`src/hw/rtl/vrt_pkg.sv`:
```
package vrt_pkg;

	localparam int COORD_BITS_DEF = 16;
	localparam int FRAC_BITS_DEF  = 16;

	localparam logic [23:0] MAX_DIST_RST = 24'd524288;

	// result kinds
	localparam logic [1:0] KIND_QUERY = 2'd0;
	localparam logic [1:0] KIND_HIT   = 2'd1;
	localparam logic [1:0] KIND_MISS  = 2'd2;

	// entry faces
	localparam logic [2:0] FACE_NONE = 3'd6;

	// step sign codes
	localparam logic [1:0] SIGN_NONE = 2'd0;
	localparam logic [1:0] SIGN_POS  = 2'd1;
	localparam logic [1:0] SIGN_NEG  = 2'd3;

	// commands
	localparam logic CMD_START  = 1'b0;
	localparam logic CMD_ANSWER = 1'b1;

endpackage

```
`src/hw/rtl/voxel_ray_traversal_top.sv`:
```
// Channel | Direction | Handshake            | Beat carries
// in      | input     | in_valid / in_ready  | command, origin_x/y/z, dir_x/y/z, solid
// out     | output    | out_valid / out_ready| kind, voxel_x/y/z, prev_x/y/z, face, distance
// cfg     | input     | cfg_we (no wait)     | cfg_wdata = max_distance
//
// Answer beat: the result lands in the output register on the accept edge.
// Start beat: with a nonzero direction, setup runs on the shared 34-bit restoring
//   subtractor (32 root steps, up to six 64-step divides, two per nonzero axis).
//   A zero direction answers a miss on the accept edge.
// in_ready is high only when the sequencer is idle and the output register is free
//   or being drained, so a stalled output holds the next beat off.
// Reset clears control state and restores max_distance; no clearing pass.
module voxel_ray_traversal_top #(
	parameter int COORD_BITS = vrt_pkg::COORD_BITS_DEF,
	parameter int FRAC_BITS  = vrt_pkg::FRAC_BITS_DEF
) (
	input  logic               clk,
	input  logic               arst_n,
	input  logic               in_valid,
	output logic               in_ready,
	input  logic               command,
	input  logic signed [31:0] origin_x,
	input  logic signed [31:0] origin_y,
	input  logic signed [31:0] origin_z,
	input  logic signed [15:0] dir_x,
	input  logic signed [15:0] dir_y,
	input  logic signed [15:0] dir_z,
	input  logic               solid,
	output logic               out_valid,
	input  logic               out_ready,
	output logic [1:0]         kind,
	output logic signed [15:0] voxel_x,
	output logic signed [15:0] voxel_y,
	output logic signed [15:0] voxel_z,
	output logic signed [15:0] prev_x,
	output logic signed [15:0] prev_y,
	output logic signed [15:0] prev_z,
	output logic [2:0]         face,
	output logic [23:0]        distance,
	input  logic               cfg_we,
	input  logic [23:0]        cfg_wdata
);

	localparam int CW = (COORD_BITS > 16) ? COORD_BITS : 16;
	localparam int MA = (FRAC_BITS + 1 > 16) ? FRAC_BITS + 1 : 16;

	// sequencer codes
	localparam logic [3:0] ST_IDLE  = 4'd0;
	localparam logic [3:0] ST_SQ    = 4'd1;
	localparam logic [3:0] ST_ACC   = 4'd2;
	localparam logic [3:0] ST_SQRT  = 4'd3;
	localparam logic [3:0] ST_AX    = 4'd4;
	localparam logic [3:0] ST_DIV   = 4'd5;
	localparam logic [3:0] ST_MULF  = 4'd6;
	localparam logic [3:0] ST_LOADD = 4'd7;
	localparam logic [3:0] ST_DONE  = 4'd8;

	logic [3:0]  state_q;
	logic [1:0]  ax_q;
	logic [5:0]  cnt_q;
	logic        divsel_q;
	logic        active_q;
	logic [23:0] max_dist_q;

	logic [COORD_BITS-1:0] cur_q  [3];
	logic [COORD_BITS-1:0] prev_q [3];
	logic [31:0]           nb_q   [3];
	logic [31:0]           sd_q   [3];
	logic [1:0]            sign_q [3];
	logic [15:0]           mag_q  [3];
	logic [FRAC_BITS-1:0]  frac_q [3];
	logic [31:0]           ray_dist_q;
	logic [2:0]            entry_face_q;

	logic [31:0] sum_q;
	logic [31:0] len_q;
	logic [63:0] prod_q;
	logic [63:0] shreg_q;
	logic [33:0] rem_q;
	logic [31:0] root_q;

	// output register
	logic        out_valid_q;
	logic [1:0]  kind_q;
	logic [CW-1:0] vox_q [3];
	logic [CW-1:0] prv_q [3];
	logic [2:0]  face_q;
	logic [23:0] dist_q;

	logic in_acc;
	assign in_ready = (state_q == ST_IDLE) && (!out_valid_q || out_ready);
	assign in_acc   = in_valid && in_ready;

	// start beat decode
	logic signed [31:0] org [3];
	logic [15:0]        dir [3];
	logic [15:0]        mag_in [3];
	logic               neg_in [3];
	logic signed [31:0] osh [3];
	assign org[0] = origin_x;
	assign org[1] = origin_y;
	assign org[2] = origin_z;
	assign dir[0] = dir_x;
	assign dir[1] = dir_y;
	assign dir[2] = dir_z;

	always_comb begin
		for (int i = 0; i < 3; i++) begin
			neg_in[i] = dir[i][15];
			mag_in[i] = neg_in[i] ? (16'd0 - dir[i]) : dir[i];
			osh[i]    = org[i] >>> FRAC_BITS;
		end
	end

	logic dir_zero;
	assign dir_zero = (dir_x == '0) && (dir_y == '0) && (dir_z == '0);

	// current axis operands
	logic [15:0]          mag_ax;
	logic [FRAC_BITS-1:0] frac_ax;
	logic [1:0]           sign_ax;
	always_comb begin
		mag_ax  = mag_q[0];
		frac_ax = frac_q[0];
		sign_ax = sign_q[0];
		for (int i = 1; i < 3; i++) begin
			if (ax_q == 2'(i)) begin
				mag_ax  = mag_q[i];
				frac_ax = frac_q[i];
				sign_ax = sign_q[i];
			end
		end
	end

	// distance to first wall, Q.FRAC
	logic [FRAC_BITS:0] fd;
	assign fd = (sign_ax == vrt_pkg::SIGN_NEG) ? (FRAC_BITS+1)'(frac_ax)
		: ({1'b1, {FRAC_BITS{1'b0}}} - (FRAC_BITS+1)'(frac_ax));

	// shared multiplier
	logic [MA-1:0] mul_a;
	logic [31:0]   mul_b;
	logic [63:0]   mul_p;
	always_comb begin
		if (state_q == ST_MULF) begin
			mul_a = MA'(fd);
			mul_b = len_q;
		end else begin
			mul_a = MA'(mag_ax);
			mul_b = 32'(mag_ax);
		end
	end
	assign mul_p = 64'(mul_a) * 64'(mul_b);

	// shared restoring subtractor: root step or divide step
	logic [33:0] cand, trial;
	logic [34:0] diff;
	logic        ge;
	logic [31:0] den;
	assign den = {mag_ax, 16'd0};
	always_comb begin
		if (state_q == ST_SQRT) begin
			cand  = {rem_q[31:0], shreg_q[63:62]};
			trial = {root_q, 2'b01};
		end else begin
			cand  = {rem_q[32:0], shreg_q[63]};
			trial = 34'(den);
		end
	end
	assign diff = {1'b0, cand} - {1'b0, trial};
	assign ge   = !diff[34];

	logic [63:0] quot;
	logic [31:0] quot_sat;
	assign quot     = {shreg_q[62:0], ge};
	assign quot_sat = (|quot[63:32]) ? 32'hFFFF_FFFF : quot[31:0];

	logic [31:0] sum_next;
	assign sum_next = sum_q + prod_q[31:0];

	// answer step: nearest boundary, ties to x then y
	logic [1:0]  st_ax;
	logic [31:0] st_nb, st_sd, st_nb_new;
	logic [32:0] st_add;
	logic [1:0]  st_sign;
	logic [2:0]  st_face;
	logic [COORD_BITS-1:0] st_cell [3];
	always_comb begin
		if (nb_q[0] <= nb_q[1] && nb_q[0] <= nb_q[2]) st_ax = 2'd0;
		else if (nb_q[1] <= nb_q[2])                 st_ax = 2'd1;
		else                                          st_ax = 2'd2;
		st_nb   = nb_q[0];
		st_sd   = sd_q[0];
		st_sign = sign_q[0];
		for (int i = 1; i < 3; i++) begin
			if (st_ax == 2'(i)) begin
				st_nb   = nb_q[i];
				st_sd   = sd_q[i];
				st_sign = sign_q[i];
			end
		end
		st_add    = {1'b0, st_nb} + {1'b0, st_sd};
		st_nb_new = st_add[32] ? 32'hFFFF_FFFF : st_add[31:0];
		for (int i = 0; i < 3; i++) begin
			st_cell[i] = cur_q[i];
			if (st_ax == 2'(i)) begin
				if (st_sign == vrt_pkg::SIGN_POS)      st_cell[i] = cur_q[i] + 1'b1;
				else if (st_sign == vrt_pkg::SIGN_NEG) st_cell[i] = cur_q[i] - 1'b1;
			end
		end
		if (st_sign == vrt_pkg::SIGN_POS)      st_face = {st_ax, 1'b1};
		else if (st_sign == vrt_pkg::SIGN_NEG) st_face = {st_ax, 1'b0};
		else                                   st_face = vrt_pkg::FACE_NONE;
	end

	logic st_far;
	assign st_far = st_nb > 32'(max_dist_q);

	// a result beat is loaded: zero-direction miss, answer on a live ray, end of setup
	logic out_set;
	assign out_set = (state_q == ST_DONE)
		|| (in_acc && ((command == vrt_pkg::CMD_START) ? dir_zero : active_q));

	// control
	always_ff @(posedge clk or negedge arst_n) begin
		if (!arst_n) begin
			state_q     <= ST_IDLE;
			ax_q        <= '0;
			cnt_q       <= '0;
			divsel_q    <= 1'b0;
			active_q    <= 1'b0;
			out_valid_q <= 1'b0;
			max_dist_q  <= vrt_pkg::MAX_DIST_RST;
		end else begin
			if (cfg_we) max_dist_q <= cfg_wdata;
			out_valid_q <= out_set || (out_valid_q && !out_ready);
			case (state_q)
				ST_IDLE: begin
					if (in_acc) begin
						if (command == vrt_pkg::CMD_START) begin
							active_q <= 1'b0;
							ax_q     <= '0;
							if (!dir_zero) state_q <= ST_SQ;
						end else if (active_q) begin
							if (solid || st_far) active_q <= 1'b0;
						end
					end
				end
				ST_SQ: state_q <= ST_ACC;
				ST_ACC: begin
					cnt_q <= '0;
					if (ax_q == 2'd2) begin
						state_q <= ST_SQRT;
					end else begin
						ax_q    <= ax_q + 2'd1;
						state_q <= ST_SQ;
					end
				end
				ST_SQRT: begin
					cnt_q <= cnt_q + 6'd1;
					if (cnt_q == 6'd31) begin
						ax_q    <= '0;
						state_q <= ST_AX;
					end
				end
				ST_AX: begin
					cnt_q    <= '0;
					divsel_q <= 1'b0;
					if (mag_ax != '0)       state_q <= ST_DIV;
					else if (ax_q == 2'd2)  state_q <= ST_DONE;
					else                    ax_q    <= ax_q + 2'd1;
				end
				ST_DIV: begin
					cnt_q <= cnt_q + 6'd1;
					if (cnt_q == 6'd63) begin
						if (!divsel_q) begin
							state_q <= ST_MULF;
						end else if (ax_q == 2'd2) begin
							state_q <= ST_DONE;
						end else begin
							ax_q    <= ax_q + 2'd1;
							state_q <= ST_AX;
						end
					end
				end
				ST_MULF: state_q <= ST_LOADD;
				ST_LOADD: begin
					cnt_q    <= '0;
					divsel_q <= 1'b1;
					state_q  <= ST_DIV;
				end
				ST_DONE: begin
					active_q <= 1'b1;
					state_q  <= ST_IDLE;
				end
				default: state_q <= ST_IDLE;
			endcase
		end
	end

	// datapath
	always_ff @(posedge clk) begin
		case (state_q)
			ST_IDLE: begin
				if (in_acc && command == vrt_pkg::CMD_START) begin
					sum_q <= '0;
					for (int i = 0; i < 3; i++) begin
						mag_q[i]  <= mag_in[i];
						frac_q[i] <= org[i][FRAC_BITS-1:0];
						cur_q[i]  <= osh[i][COORD_BITS-1:0];
						prev_q[i] <= osh[i][COORD_BITS-1:0];
						sign_q[i] <= (mag_in[i] == '0) ? vrt_pkg::SIGN_NONE
							: (neg_in[i] ? vrt_pkg::SIGN_NEG : vrt_pkg::SIGN_POS);
					end
					kind_q <= vrt_pkg::KIND_MISS;
					face_q <= vrt_pkg::FACE_NONE;
					dist_q <= '0;
					for (int i = 0; i < 3; i++) begin
						vox_q[i] <= '0;
						prv_q[i] <= '0;
					end
				end else if (in_acc && active_q) begin
					if (solid) begin
						kind_q <= vrt_pkg::KIND_HIT;
						face_q <= entry_face_q;
						dist_q <= ray_dist_q[23:0];
						for (int i = 0; i < 3; i++) begin
							vox_q[i] <= CW'(cur_q[i]);
							prv_q[i] <= CW'(prev_q[i]);
						end
					end else begin
						ray_dist_q   <= st_nb;
						entry_face_q <= st_face;
						for (int i = 0; i < 3; i++) begin
							prev_q[i] <= cur_q[i];
							cur_q[i]  <= st_cell[i];
							if (st_ax == 2'(i)) nb_q[i] <= st_nb_new;
						end
						kind_q <= st_far ? vrt_pkg::KIND_MISS : vrt_pkg::KIND_QUERY;
						face_q <= vrt_pkg::FACE_NONE;
						dist_q <= '0;
						for (int i = 0; i < 3; i++) begin
							vox_q[i] <= st_far ? '0 : CW'(st_cell[i]);
							prv_q[i] <= '0;
						end
					end
				end
			end
			ST_SQ: prod_q <= mul_p;
			ST_ACC: begin
				sum_q   <= sum_next;
				shreg_q <= {sum_next, 32'd0};
				rem_q   <= '0;
				root_q  <= '0;
			end
			ST_SQRT: begin
				rem_q   <= ge ? diff[33:0] : cand;
				root_q  <= {root_q[30:0], ge};
				shreg_q <= {shreg_q[61:0], 2'b00};
				if (cnt_q == 6'd31) len_q <= {root_q[30:0], ge};
			end
			ST_AX: begin
				rem_q   <= '0;
				shreg_q <= 64'(len_q) << FRAC_BITS;
				if (mag_ax == '0) begin
					for (int i = 0; i < 3; i++) begin
						if (ax_q == 2'(i)) begin
							nb_q[i] <= 32'hFFFF_FFFF;
							sd_q[i] <= 32'hFFFF_FFFF;
						end
					end
				end
			end
			ST_DIV: begin
				rem_q   <= ge ? diff[33:0] : cand;
				shreg_q <= quot;
				if (cnt_q == 6'd63) begin
					for (int i = 0; i < 3; i++) begin
						if (ax_q == 2'(i)) begin
							if (divsel_q) nb_q[i] <= quot_sat;
							else          sd_q[i] <= quot_sat;
						end
					end
				end
			end
			ST_MULF: prod_q <= mul_p;
			ST_LOADD: begin
				shreg_q <= prod_q;
				rem_q   <= '0;
			end
			ST_DONE: begin
				ray_dist_q   <= '0;
				entry_face_q <= vrt_pkg::FACE_NONE;
				kind_q       <= vrt_pkg::KIND_QUERY;
				face_q       <= vrt_pkg::FACE_NONE;
				dist_q       <= '0;
				for (int i = 0; i < 3; i++) begin
					vox_q[i] <= CW'(cur_q[i]);
					prv_q[i] <= '0;
				end
			end
			default: ;
		endcase
	end

	assign out_valid = out_valid_q;
	assign kind      = kind_q;
	assign voxel_x   = vox_q[0][15:0];
	assign voxel_y   = vox_q[1][15:0];
	assign voxel_z   = vox_q[2][15:0];
	assign prev_x    = prv_q[0][15:0];
	assign prev_y    = prv_q[1][15:0];
	assign prev_z    = prv_q[2][15:0];
	assign face      = face_q;
	assign distance  = dist_q;

	// checks
	a_ready_idle: assert property (@(posedge clk) disable iff (!arst_n)
		in_ready |-> (state_q == ST_IDLE))
		else $error("in_ready outside idle");

	a_miss_clean: assert property (@(posedge clk) disable iff (!arst_n)
		(out_valid_q && kind_q == vrt_pkg::KIND_MISS) |-> (face_q == vrt_pkg::FACE_NONE
		&& dist_q == '0))
		else $error("miss carries face or distance");

	a_setup_query: assert property (@(posedge clk) disable iff (!arst_n)
		(state_q == ST_DONE) |=> (active_q && out_valid_q
		&& kind_q == vrt_pkg::KIND_QUERY))
		else $error("setup end without query");

	a_hit_ends: assert property (@(posedge clk) disable iff (!arst_n)
		($rose(out_valid_q) && kind_q != vrt_pkg::KIND_QUERY) |-> !active_q)
		else $error("ray still active after hit or miss");

endmodule
```
`config.mk`:
```
export PLATFORM = sky130hd
export DESIGN_NAME = voxel_ray_traversal_top
export DESIGN_NICKNAME = d
export VERILOG_FILES = /design/src/hw/rtl/vrt_pkg.sv /design/src/hw/rtl/voxel_ray_traversal_top.sv
export SDC_FILE = /design/constraint.sdc
export NUM_CORES = 2
export LEC_CHECK = 0
export ABC_CLOCK_PERIOD_IN_PS = 21800
export BUFFER_PORTS_ARGS = -buffer_cell sky130_fd_sc_hd__buf_2
export CAP_MARGIN = 5
export CORE_UTILIZATION = 55
export DETAILED_ROUTE_END_ITERATION = 16
export GPL_TIMING_DRIVEN = 0
export PLACE_DENSITY_LB_ADDON = 0.15
export SLEW_MARGIN = 5
export SYNTH_ARGS = -nofsm -noshare
export SYNTH_HDL_FRONTEND = slang
export SYNTH_SLANG_ARGS = --single-unit
```
`constraint.sdc`:
```
create_clock -name clk -period 21.8 [get_ports clk]
set_input_delay 1.09 -clock clk [delete_from_list [all_inputs] [get_ports clk]]
set_output_delay 1.09 -clock clk [all_outputs]
set_load 0.02 [all_outputs]
```
### Yosys cells after proc, flatten, opt, wreduce, memory -nomap -nowiden

Memory sizes are Yosys's and may differ from the RTL's.
Cells that the tools add are included.

| word-level totals | value |
|---|---|
| logic and storage cells | 374 |
| memory bits (writable) | 486 |
| register bits after elaboration | 337 |
| memories kept | 9 |
| input port bits | 175 |
| output and inout bits | 127 |

| operators by class | value |
|---|---|
| equal/unequal tests | 30 |
| $lt $le $gt $ge | 4 |
| $add $sub $neg | 15 |
| multiplexer cells | 214 |
| bitwise gates (word level) | 34 |
| reduce and logical (&&, ||, !) cells | 49 |
| multipliers | 1 |

Memories:

| memory | words | bits a word | rd ports | clocked after memory_dff | write ports | RTL line | RTL |
|---|---|---|---|---|---|---|---|
| nb_q | 3 | 32 | 3 | 0 | 1 | voxel_ray_traversal_top.sv:67 | `logic [31:0] nb_q [3];` |
| sd_q | 3 | 32 | 3 | 0 | 1 | voxel_ray_traversal_top.sv:68 | `logic [31:0] sd_q [3];` |
| cur_q | 3 | 16 | 3 | 0 | 3 | voxel_ray_traversal_top.sv:65 | `logic [COORD_BITS-1:0] cur_q [3];` |
| frac_q | 3 | 16 | 3 | 0 | 3 | voxel_ray_traversal_top.sv:71 | `logic [FRAC_BITS-1:0] frac_q [3];` |
| mag_q | 3 | 16 | 3 | 0 | 3 | voxel_ray_traversal_top.sv:70 | `logic [15:0] mag_q [3];` |
| prev_q | 3 | 16 | 3 | 0 | 3 | voxel_ray_traversal_top.sv:66 | `logic [COORD_BITS-1:0] prev_q [3];` |
| 3 more memories | n/a | n/a | n/a | n/a | n/a | n/a |  |

Operators with widths:

| kind | count |
|---|---|
| 2-to-1 mux 16 bit | 43 |
| 2-to-1 mux 32 bit | 21 |
| case mux 64 bit (5 select lines) | 1 |
| OR reduction 32 bit | 5 |
| 2-to-1 mux 24 bit | 6 |
| case mux 32 bit (2 select lines) | 2 |
| zero test 16 bit | 7 |
| less-or-equal comparator 32 bit | 3 |
| case mux 24 bit (2 select lines) | 2 |
| 2-to-1 mux 1 bit | 80 |
| 2-to-1 mux 34 bit | 2 |
| case mux 33 bit (2 select lines) | 1 |
| 2-to-1 mux 2 bit | 28 |
| multiplier 17 x 32 -> 49 bit | 1 |
| adder 16 x 1 -> 16 bit (second input constant) | 3 |
| subtractor 1 x 16 -> 16 bit (first input constant) | 3 |
| subtractor 16 x 1 -> 16 bit (second input constant) | 3 |
| 2-to-1 mux 4 bit | 9 |
| subtractor 34 x 34 -> 35 bit | 1 |
| 2-to-1 mux 17 bit | 2 |
| adder 32 x 32 -> 33 bit | 1 |
| 2-to-1 mux 33 bit | 1 |
| bitwise OR 1 bit | 33 |
| adder 32 bit | 1 |
| other kinds (38) | 88 |

### Depth between registers and ports, before layout

An unclocked memory read counts as a cell.

| logic depth | value |
|---|---|
| depth after elaboration | 16 |
| depth in mapped cells | 38 |
| gate-level depth less buffers | 35 |

### Worst setup path after synthesis

No wires, ideal clock.

| path | value |
|---|---|
| kind | reg-to-reg |
| from | reg ax_q[1] |
| to | reg prod_q[46] (data pin) |
| path buffers | 4 |
| setup slack | 12.707 ns |
| required time | 21.531 ns |
| stages on the path, launching flop included | 38 |
| arrival time | 8.825 ns |
| cells stage by stage | dfrtp_1 > inv_1 > ha_1 > buf_2 > buf_2 > clkbuf_1 > nand3b_1 > a21oi_1 > a31o_2 > clkbuf_1 > a31o_2 > xor2_1 > nor2_1 > a21oi_1 > nand2_1 > fa_1 > inv_1 > fa_1 > [... 2 more ...] > inv_1 > fa_1 > fa_1 > inv_1 > fa_1 > inv_1 > ha_1 > and3_1 > a221oi_1 > o21ai_0 > a21oi_1 > o2111ai_1 > a221oi_1 > o21a_1 > o31ai_1 > o21ai_0 > o31ai_1 > xor2_1 |

| between the ends | value |
|---|---|
| word-level cells in the longest chain between the ends | 7 |
| elaborated cells on any way between the ends | 14 |
| those cells by class | add/sub (1); mul (1); eq/ne (3); mux (9) |

RTL lines:

| what | RTL line | RTL |
|---|---|---|
| start: declaration | voxel_ray_traversal_top.sv:59 | `logic [1:0] ax_q;` |
| start signal: assignment | voxel_ray_traversal_top.sv:255 | `ax_q <= ax_q + 2'd1;` |
| start signal: assignment | voxel_ray_traversal_top.sv:271 | `else ax_q <= ax_q + 2'd1;` |
| start signal: assignment | voxel_ray_traversal_top.sv:281 | `ax_q <= ax_q + 2'd1;` |
| == test 2 x 1 -> 1 bit | voxel_ray_traversal_top.sv:127 | `if (ax_q == 2'(i)) begin` |
| 2-to-1 mux 16 bit or 2-to-1 mux 2 bit (tied branches) (2 in a row) | voxel_ray_traversal_top.sv:127 |  |
| subtractor 17 x 16 -> 17 bit or == test 2 bit (tied branches) | voxel_ray_traversal_top.sv:138, voxel_ray_traversal_top.sv:137 |  |
| 2-to-1 mux 17 bit | voxel_ray_traversal_top.sv:137 | `assign fd = (sign_ax == vrt_pkg::SIGN_NEG) ? (FRAC_BITS+1)'(frac_ax)` |
| 2-to-1 mux 17 bit | voxel_ray_traversal_top.sv:145 | `if (state_q == ST_MULF) begin` |
| multiplier 17 x 32 -> 49 bit * | voxel_ray_traversal_top.sv:153 | `assign mul_p = 64'(mul_a) * 64'(mul_b);` |
| net mul_p[46] | voxel_ray_traversal_top.sv:143 | `logic [63:0] mul_p;` |
| end signal: assignment | voxel_ray_traversal_top.sv:349 | `ST_SQ: prod_q <= mul_p;` |
| end signal: assignment | voxel_ray_traversal_top.sv:386 | `ST_MULF: prod_q <= mul_p;` |
| end: declaration | voxel_ray_traversal_top.sv:77 | `logic [63:0] prod_q;` |

Mark *: on every way through the listed nets, which the timed path passes. The rest lies on a longest branch.
A chain may end at the register's enable or synchronous reset.

### Final worst setup path

| path | value |
|---|---|
| from | reg ax_q[1] |
| to | reg prod_q[47] (data pin) |

The elaborated chain is that of the path after synthesis.

==> results.txt <==
The maximum VDD drop came out at 0.0513 mV. The filler cells instantiated in the layout total approximately 9400. For this run, the top clock speed supported by timing is just under 80 MHz. The number of global-route vias before repair is between 40000 and 50000. By instance count, the leading cell after synthesis is sky130_fd_sc_hd__nand2_1. The global routing met3 resource utilization came out at 0.0546. The DRC violation total after the first TritonRoute iteration came out at between 4000 and 5000. The clock tree buffer depth is 3. The category of the critical setup timing path is reg -> reg.

The total of hold buffers inserted after clock tree synthesis came out at 0. The initial standard-cell utilization of the core is 0.555. The number of clock buffers inserted by TritonCTS came out at 89.

The routed design could run at a clock period as short as ~13 ns. Detailed placement ended at an HPWL of around 160000 um. In this run the power density over the cells is 48.8 nW/um^2. The H-tree depth reported by CTS came out at 3. The source-to-sink clock delay at the later pin of the worst-skew pair came out at between 0.6 and 0.7 ns.

At the pin with the least slew margin, the transition time is approximately 1.4 ns. The number of antenna violations at the first check in global routing came out at 6. 302 I/O pins were placed. The post-route core utilization came out at 0.617. The data required time at the worst endpoint came out at ~22 ns.

The portion of the post-synthesis area used by sequential elements is 0.399. The async set-reset flop share out of synthesis is 0.0474. The final setup TNS is 0 ns. The highest cell delay on the worst timing path came out at 0.90 ns. Synthesis produced between 6000 and 7000 cells.

Setup repair after global routing left no endpoint under its margin. The global routing usage summed across all routing layers is 0.350. Dividing the detail-routed wire length by the instance count gives ~24 um. The met2 usage came out at 0.558. Clock-pin slew was measured on the worst setup and hold paths at about 0.060 ns.

The post-synthesis cell type count came out at 91. Of the total synthesized cell area, the portion taken by XOR and XNOR cells is 0.0334. The first-pass GRT wire length came out at 293000 um. The placement row count is roughly 120. The remaining number of nets flagged by the antenna check after routing came out at 0. The proportion of netlist area held by the largest area contributor came out at 0.383. The core region area is 111000 sq um. The number of gates resized after CTS was 0. Setup violations remaining at the end of the flow were counted as 0. The most used flip-flop cell after synthesis is sky130_fd_sc_hd__edfxtp_1.

The layout net count came out at about 7500. Of the available clock period, the critical path in the final layout requires 0.596. The number of violations of the max-capacitance limit came out at 0. The synthesized design contains slightly above 800 register bits. Buffers added to address setup during post-CTS repair amount to 0. The routing usage on met1 is 0.452.

The full die area came out at ~110000 sq um. The post-route clock skew came out at around 0.040 ns. The mean instance size in the synthesized netlist came out at about 10 sq um. The number of warnings issued by yosys is 0. The max-slew violation count is 0.

The ratio of cells with drive above 1 in the final layout is 0.0869. Summed over all cells, the static leakage comes to 29.1 nW. The fraction of the mapped netlist area in simple logic gates is 0.146.

The layout-stage area growth over the synthesis result came out at 11.3%. The number of vias per cell after detailed routing is 5.95. The type of the most critical hold path is reg -> reg. The first detailed-routing pass took 7 iterations.

The summed instance area of the synthesized netlist is 61400 sq um. The dominant combinational cell family by area after synthesis is adder cells. The count of final hold-check violations came to 0. The count of buffers added on input and output ports is 297. The clock tree from TritonCTS is yes. The highest-delay cell along the critical path is sky130_fd_sc_hd__a21oi_1. The mux cell area share after synthesis is 0.0176.

The endpoint arrival time on the critical path came out at 13.41 ns. The count of buffer and inverter cells on the critical path is 10. The worst setup path is launched from a flip-flop.

In this run the worst path has a maximum fanout of 10. In this run the most used layer during global routing was met2. The family of cells with the greatest summed delay on the critical path is adder cells. The number of nets in the synthesized netlist came out at 7132.

The compound-gate portion of the synthesized area is 0.119. From bottom edge to top edge, the die measures 336 um. Of the total synthesized cell area, the portion taken by full adders, half adders and majority gates is 0.220. Entering global routing, the biggest net connects 60 pins. The tree is rooted in a sky130_fd_sc_hd__clkbuf_16. Counting instances in the post-synthesis netlist gives the leading cell types as 902 x sky130_fd_sc_hd__nand2_1, 784 x sky130_fd_sc_hd__edfxtp_1, 775 x sky130_fd_sc_hd__inv_1. The worst max-slew margin expressed relative to the limit is 0.0609. The total number of clock tree sinks is 823. The total global routing overflow came out at 0. The width of the chip is about 340 um. The count of flip-flops with a built-in enable after synthesis came out at slightly below 800.

The detailed-route DRC error count is 0. Ranked by total cell area, the synthesized netlist is headed by sky130_fd_sc_hd__edfxtp_1 38%, sky130_fd_sc_hd__fa_1 15%, sky130_fd_sc_hd__ha_1 7.3%. The overall routed net length came out at approximately 200000 um. The run finished with clean final reports.

STA classifies the critical path endpoint as a flip-flop. The detailed router placed roughly 48000 vias in this run. The cell type with the highest aggregate area in the netlist is sky130_fd_sc_hd__edfxtp_1.

The final estimated routing congestion in global placement is around 1.0.
[worst register-to-register path: cells and delay by family (launching register included)]
family	cells	cell delay, ns
and+or+nand+nor	7	1.59
xor gates and xnor gates	2	0.90
DFF	1	0.40
AOI/OAI and AO/OA	9	3.52
adders and majority gates	8	3.79
buffers and inverters	10	2.51
[logic make-up after synthesis]
kind of cell	after synthesis
flops	823
buf+inv	1046
simple gates	1999
fa+ha+maj	808
mux	107
xor+xnor	234
compound gates	1132
[metrics by stage]
step / instances / worst slack (ns) / total power [W] / cell area [sq um] / hold WS (ns)
global placement: 7934 / 8.28 / 0.00181 / 64700 / 0.420
detailed placement: 7962 / 9.33 / 0.00182 / 65300 / 0.423
CTS: 8128 / 9.24 / 0.00335 / 68300 / 0.437
global route: 8132 / 8.58 / 0.00342 / 68300 / 0.447
floorplan: 6149 / 12.71 / 0.00178 / 61400 / 0.417
finish: 8135 / 8.81 / 0.00334 / 68300 / 0.433
[report_power, final]
part           internal (W)   total, W  switching, W
Clock              0.000897    0.00155      0.000655
Sequential          0.00172    0.00172    0.00000123
Combinational     0.0000263  0.0000668     0.0000405
[layer usage]
metal  wire, um  part of all wire
met4      13600             0.069
met3      15700             0.080
met2      90100              0.46
met5         35           0.00018
met1      76900              0.39
[cell usage in the layout, fill, tap and decap left out, types with 59 or more instances in the layout]
cell	instances
sky130_fd_sc_hd__nand2_1	900
sky130_fd_sc_hd__edfxtp_1	784
sky130_fd_sc_hd__inv_1	774
sky130_fd_sc_hd__nor2_1	477
sky130_fd_sc_hd__fa_1	451
sky130_fd_sc_hd__ha_1	357
sky130_fd_sc_hd__buf_2	315
sky130_fd_sc_hd__o21ai_0	296
sky130_fd_sc_hd__a21oi_1	273
sky130_fd_sc_hd__clkbuf_1	238
sky130_fd_sc_hd__xnor2_1	168
sky130_fd_sc_hd__and2_1	166
sky130_fd_sc_hd__a21o_1	115
sky130_fd_sc_hd__mux2i_1	102
sky130_fd_sc_hd__clkbuf_16	90
sky130_fd_sc_hd__nand3_1	86
sky130_fd_sc_hd__a22oi_1	65
sky130_fd_sc_hd__xor2_1	62
sky130_fd_sc_hd__and3_1	59
[final cells by class]
| type | count | area, sq um | area share |
|---|---|---|---|
| clock buffers | 104 | 2310 | 0.0339 |
| clock inverters | 62 | 666 | 0.00974 |
| plain buffers | 271 | 1060 | 0.0155 |
| well taps | 1488 | 1860 | 0.0273 |
| inverters | 775 | 2910 | 0.0426 |
| repair buffers | 326 | 1930 | 0.0283 |
| flip-flops and latches | 823 | 24500 | 0.359 |
| multi-input cells | 4280 | 33000 | 0.484 |
| diodes | 6 | 15.0 | 0.000220 |
[path summary, 6_finish.rpt]
path | startpoint | endpoint | slack [ns] | cells after the start
worst max-delay path | ax_q[1] | prod_q[47] | 8.81 | 36
worst min-delay path | root_q[17] | len_q[18] | 0.43 | 0
worst max register to register | ax_q[1] | prod_q[47] | 8.81 | 36
worst min register to register | root_q[17] | len_q[18] | 0.43 | 0
max in group asynchronous | arst_n | cnt_q[2] | 20.41 | 1
min in group asynchronous | arst_n | max_dist_q[22] | 0.63 | 1
[sequential cells by signal (all words and copies together) (netlist names), 3 cells and up]
| register | count |
|---|---|
| prv_q | 48 |
| sum_q | 32 |
| mag_q | 48 |
| state_q | 4 |
| prod_q | 49 |
| rem_q | 33 |
| cur_q | 48 |
| vox_q | 48 |
| frac_q | 48 |
| nb_q | 96 |
| prev_q | 48 |
| ray_dist_q | 24 |
| entry_face_q | 3 |
| len_q | 32 |
| face | 3 |
| shreg_q | 64 |
| sign_q | 6 |
| cnt_q | 6 |
| distance | 24 |
| root_q | 32 |
| max_dist_q | 24 |
| sd_q | 96 |
No activity file was read; power rests on OpenSTA's default activity.
